### src/rtl/core/vefm_pkg.sv
`timescale 1ns / 1ps

package vefm_pkg;

    // Store geometry
    localparam int CAPACITY    = 1024;
    localparam int COORD_WIDTH = 16;
    localparam int ADDR_W      = $clog2(CAPACITY);
    localparam int COUNT_W     = $clog2(CAPACITY + 1);
    localparam int IDX_W       = 10;
    localparam int FIELD_W     = 16;
    localparam int CMP_W       = (COUNT_W > IDX_W) ? COUNT_W : IDX_W;

    // One cell per face: +x, -x, +y, -y, +z, -z
    localparam int NUM_CELLS = 6;
    localparam int DRAIN_W   = $clog2(NUM_CELLS + 1);

    // Mode codes
    localparam logic [1:0] MODE_APPEND = 2'd0;
    localparam logic [1:0] MODE_QUERY  = 2'd1;
    localparam logic [1:0] MODE_CLEAR  = 2'd2;

    // Status codes
    localparam logic [1:0] STAT_OK       = 2'd0;
    localparam logic [1:0] STAT_FULL     = 2'd1;
    localparam logic [1:0] STAT_NO_INDEX = 2'd2;

    typedef logic signed [COORD_WIDTH-1:0] coord_t;
    typedef logic signed [COORD_WIDTH:0]   wcoord_t;

    localparam wcoord_t POS_ONE = wcoord_t'(1);

    // Stored block
    typedef struct packed {
        coord_t x;
        coord_t y;
        coord_t z;
    } blk_t;

    // Neighbor position one bit wider, so +-1 never wraps
    typedef struct packed {
        wcoord_t x;
        wcoord_t y;
        wcoord_t z;
    } pos_t;

    // Word passed down the cell chain
    typedef struct packed {
        logic vld;
        blk_t blk;
    } strm_t;

    typedef struct packed {
        logic [1:0]               mode;
        logic signed [FIELD_W-1:0] coord_x;
        logic signed [FIELD_W-1:0] coord_y;
        logic signed [FIELD_W-1:0] coord_z;
        logic [IDX_W-1:0]         block_index;
    } in_word_t;

    typedef struct packed {
        logic [1:0]               status;
        logic signed [FIELD_W-1:0] out_x;
        logic signed [FIELD_W-1:0] out_y;
        logic signed [FIELD_W-1:0] out_z;
        logic [NUM_CELLS-1:0]     exposed_mask;
    } out_word_t;

    typedef enum logic [2:0] {
        ST_IDLE,
        ST_TARGET,
        ST_SCAN,
        ST_DRAIN,
        ST_PUSH
    } state_t;

    // Input field to stored coordinate: sign-extend, keep low COORD_WIDTH bits
    function automatic coord_t to_coord(input logic signed [FIELD_W-1:0] v);
        logic signed [COORD_WIDTH+FIELD_W-1:0] wide;
        wide = {{COORD_WIDTH{v[FIELD_W-1]}}, v};
        return wide[COORD_WIDTH-1:0];
    endfunction

    // Stored coordinate to output field: sign-extend, keep low FIELD_W bits
    function automatic logic signed [FIELD_W-1:0] to_field(input coord_t c);
        logic signed [COORD_WIDTH+FIELD_W-1:0] wide;
        wide = {{FIELD_W{c[COORD_WIDTH-1]}}, c};
        return wide[FIELD_W-1:0];
    endfunction

    function automatic wcoord_t widen(input coord_t c);
        return {c[COORD_WIDTH-1], c};
    endfunction

endpackage

### src/rtl/core/vefm_cell.sv
`timescale 1ns / 1ps

module vefm_cell (
    input  logic           aclk,
    input  logic           aresetn,
    input  logic           load,
    input  vefm_pkg::pos_t  want,
    input  vefm_pkg::strm_t in_strm,
    output vefm_pkg::strm_t out_strm,
    output logic           hit
);

    import vefm_pkg::*;

    pos_t  want_reg;
    logic  hit_reg;
    logic  hit_next;
    logic  vld_reg;
    blk_t  blk_reg;
    logic  match;

    // Passing block sits exactly at the wanted neighbor position
    assign match = in_strm.vld
                && (widen(in_strm.blk.x) == want_reg.x)
                && (widen(in_strm.blk.y) == want_reg.y)
                && (widen(in_strm.blk.z) == want_reg.z);

    always_comb begin
        hit_next = hit_reg;
        if (load) begin
            hit_next = 1'b0;
        end else if (match) begin
            hit_next = 1'b1;
        end
    end

    // Neighbor position is loaded once per query
    always_ff @(posedge aclk) begin
        if (load) begin
            want_reg <= want;
        end
        blk_reg <= in_strm.blk;
    end

    always_ff @(posedge aclk) begin
        if (!aresetn) begin
            hit_reg <= 1'b0;
            vld_reg <= 1'b0;
        end else begin
            hit_reg <= hit_next;
            vld_reg <= in_strm.vld;
        end
    end

    assign out_strm = '{vld: vld_reg, blk: blk_reg};
    assign hit      = hit_reg;

endmodule

### config.mk
export PLATFORM = sky130hd
export DESIGN_NAME = vefm_cell
export DESIGN_NICKNAME = d
export VERILOG_FILES = /design/src/rtl/core/vefm_pkg.sv /design/src/rtl/core/vefm_cell.sv
export SDC_FILE = /design/constraint.sdc
export NUM_CORES = 1
export LEC_CHECK = 0
export BUFFER_PORTS_ARGS = -buffer_cell sky130_fd_sc_hd__buf_2
export CAP_MARGIN = 5
export CORE_MARGIN = 1
export CORE_UTILIZATION = 50
export CTS_BUF_LIST = sky130_fd_sc_hd__clkbuf_8
export DETAILED_ROUTE_END_ITERATION = 10
export PLACE_DENSITY = 0.84
export SYNTH_ARGS = -nofsm -noshare
export SYNTH_HDL_FRONTEND = slang
export SYNTH_SLANG_ARGS = --single-unit
export TNS_END_PERCENT = 100
### constraint.sdc
create_clock -name aclk -period 1.8 [get_ports aclk]
set_input_delay 0.36 -clock aclk [delete_from_list [all_inputs] [get_ports aclk]]
set_output_delay 0.36 -clock aclk [all_outputs]
set_load 0.02 [all_outputs]
==> metrics.md <==
| Metric | Value |
|---|---|
| Largest net degree at the start of global routing | 24 |
| Post-CTS Hold Fix Bufs | 0 |
| Initial antenna violation count | 0 |
| Fin nets | 449 |
| Vias in the first global route | 2008 |
| Fin crit period | 1550 ps |
| Final setup TNS | 0 ps |
| Slew HR | 65.7% |
| DP HPWL | 4690 microns |
| Hold Fails Final Rpt | 0 |
| Top Ports | 153 |
| Count of max-cap constraint violations | 0 |
| Buf/Inv on CP | 0 |
| Area grow syn2layout | 34.8% |
| CTS tree | built |
| Seq/Total Area, Yosys | 80.5% |
| Final worst-path cycle share | 85.9% |
| Synth Register Bits | 101 |
| Post-synth EDFFs | 51 |
| R2R Setup Slk | 250 ps |
| Total grt overflow | 0 |
| DIE WIDTH | 81.3 microns |
| Core area | 0.00599 sq mm |
| # setup viols final | 0 |
| Top FF cell, synth | edfxtp_1 |
| Critical Path AT | 1820 ps |
| Die area | 0.00661 sq mm |
| Clock-pin slew on the worst setup and hold paths | 90 ps |
| Status | finished clean |
| RSZ-0062 raised after global routing | no |
| Fmax | 647 MHz |
| Residual DRC | 0 |
| Synth Cell Area | 0.00315 sq mm |
| Post-cts gate resize count | 0 |
| Crit-path most repeated cell | nand4_1 |
| First-pass GRT wire length | 9020 microns |
| Vias per inst | 4.65 |
| Initial Utilization | 52.5% |
| CP endpoint kind | flop |
| CTS Sinks | 101 |
| Crit-path cells | xnor2_1 > nand4_1 > a2111oi_1 > nand4_1 > o21ai_1 |
| Root Driver | clkbuf_8 |
| Crit Path Max Fanout | 1 |
| GRT Overall Usage | 19.1% |
| CP required | 2080 ps |
| Vias | 1979 |
| Placed cell count | 410 |
| Final WL | 6020 microns |
| Pins Over Slew Limit | 0 |
| Hold Path Class | in -> reg |
| Setup Fix Bufs, Post-CTS | 0 |
| Worst slack, placed | 81.0 ps |
| Clock Skew | 8.09 ps |
| Async S/R FF share, synth | 0% |
| Static leakage | 1.83 nW |
| IO buf count | 152 |
| Wirelength per Cell | 14.1 microns |
| P per Cell Area | 1090 mW/mm^2 |
| Final GP Congestion | 0.703 |
| ANT cells | 0 |
| Total CTS buffers | 9 |
| Detail Route Antenna Nets | 0 |
| CTS Buffer Depth | 2 |
| Post-synth cell types | 23 |
| Synth Warn # | 0 |
| Row Count | 28 |
| CTS HTree Levels | 3 |
| CP max-delay cell | a2111oi_1 |
| Gate Count Post-Synth | 181 |
| Startpoint types | flop |
| Drt first-iter violations | 45 |
| Mean post-synth cell area | 17.4 sq um |
| CP Class | reg -> reg |
| DRT Pass-1 Iters | 4 |
| Syn nets | 284 |
| Measured slew at the worst slew-check pin | 514 ps |
| Final setup margin | 254 ps |
| Kind of cell adding the most delay to the critical path | compound AO/OA/AOI/OAI gates |
| Maximum vdd drop | 0.800 mV |
| Max incr delay on CP | 430 ps |
| Post-route insts no fill | 426 |
| Number of flip-flops under the largest register name | 51 |
| Clock Latency Late Sink | 350 ps |
| Die extent in y | 81.3 microns |
| Layout cell share with drive strength beyond 1 | 49.9% |
placed cells by master, fill, tap and decap left out, drive strengths merged, types with 3 or more instances in the layout:
cell    instances
nand4           8
edfxtp         51
buf           155
inv             5
nor2            5
nor4            5
xor2           14
nand2           3
dfxtp          50
clkbuf         10
xnor2          28
path summary, 6_finish.rpt:
check | start | end | cells past startpoint
worst min-delay path | in_strm[45] | out_strm[45] | 1
worst max register to register | want_reg[19] | hit | 5
worst min register to register | hit | hit | 2
worst max-delay path | want_reg[19] | hit | 5
Yosys cell counts (2+ instances only):
library cell  instances  area share (%)
xor2_1               14             3.9
nor4_2                3             1.2
a21oi_1               2            0.32
dfxtp_1              50              32
edfxtp_1             51              49
nand4_1               7             1.4
nand2_1               3            0.36
o22ai_1               2            0.40
nor4_1                2            0.40
xnor2_1              28             7.8
nor2_1                5            0.60
inv_1                 3            0.36
logic make-up after synthesis:
logic type | count (synthesis) | synth area share [%]
buf+inv | 4 | 0.596
compound gates | 9 | 2.11
simple gates | 25 | 5.13
xor+xnor | 42 | 11.7
flops | 101 | 80.5
power by group:
part           internal [mW]  switching (mW)  leakage, nW
Sequential              2.58          0.0534        0.921
Clock                  0.822           0.728        0.118
Combinational          0.205           0.229        0.791
metal layers:
layer	wire, microns	share of wire [%]	vias up	track usage, %
met1	2310	38	909	20.8
met3	468	7.8	8	5.73
li1	-	-	972	-
met5	0	0	-	0
met2	3170	53	90	33.8
met4	69	1.1	0	8.93
layout make-up:
cell class,instances,area (sq um)
clock buffers,10,138
multi-input cells,76,597
inverters,3,11.3
flip-flops and latches,101,2530
well taps,75,93.8
fillers,438,1750
clock inverters,6,86.3
repair buffers,155,783
metrics by stage:
stage | power, mW | hold WS, ps | area, sq um | utilization, %
2_1_floorplan | 2.88 | 388 | 3150 | -
3_3_place_gp | 3.10 | 470 | 4020 | 67.0
3_5_place_dp | 3.12 | 470 | 4020 | 67.0
4_1_cts | 4.66 | 107 | 4240 | 70.8
5_1_grt | 4.79 | 101 | 4240 | 70.8
6_report | 4.61 | 128 | 4240 | 70.8
(Power assumes the default switching activity.)
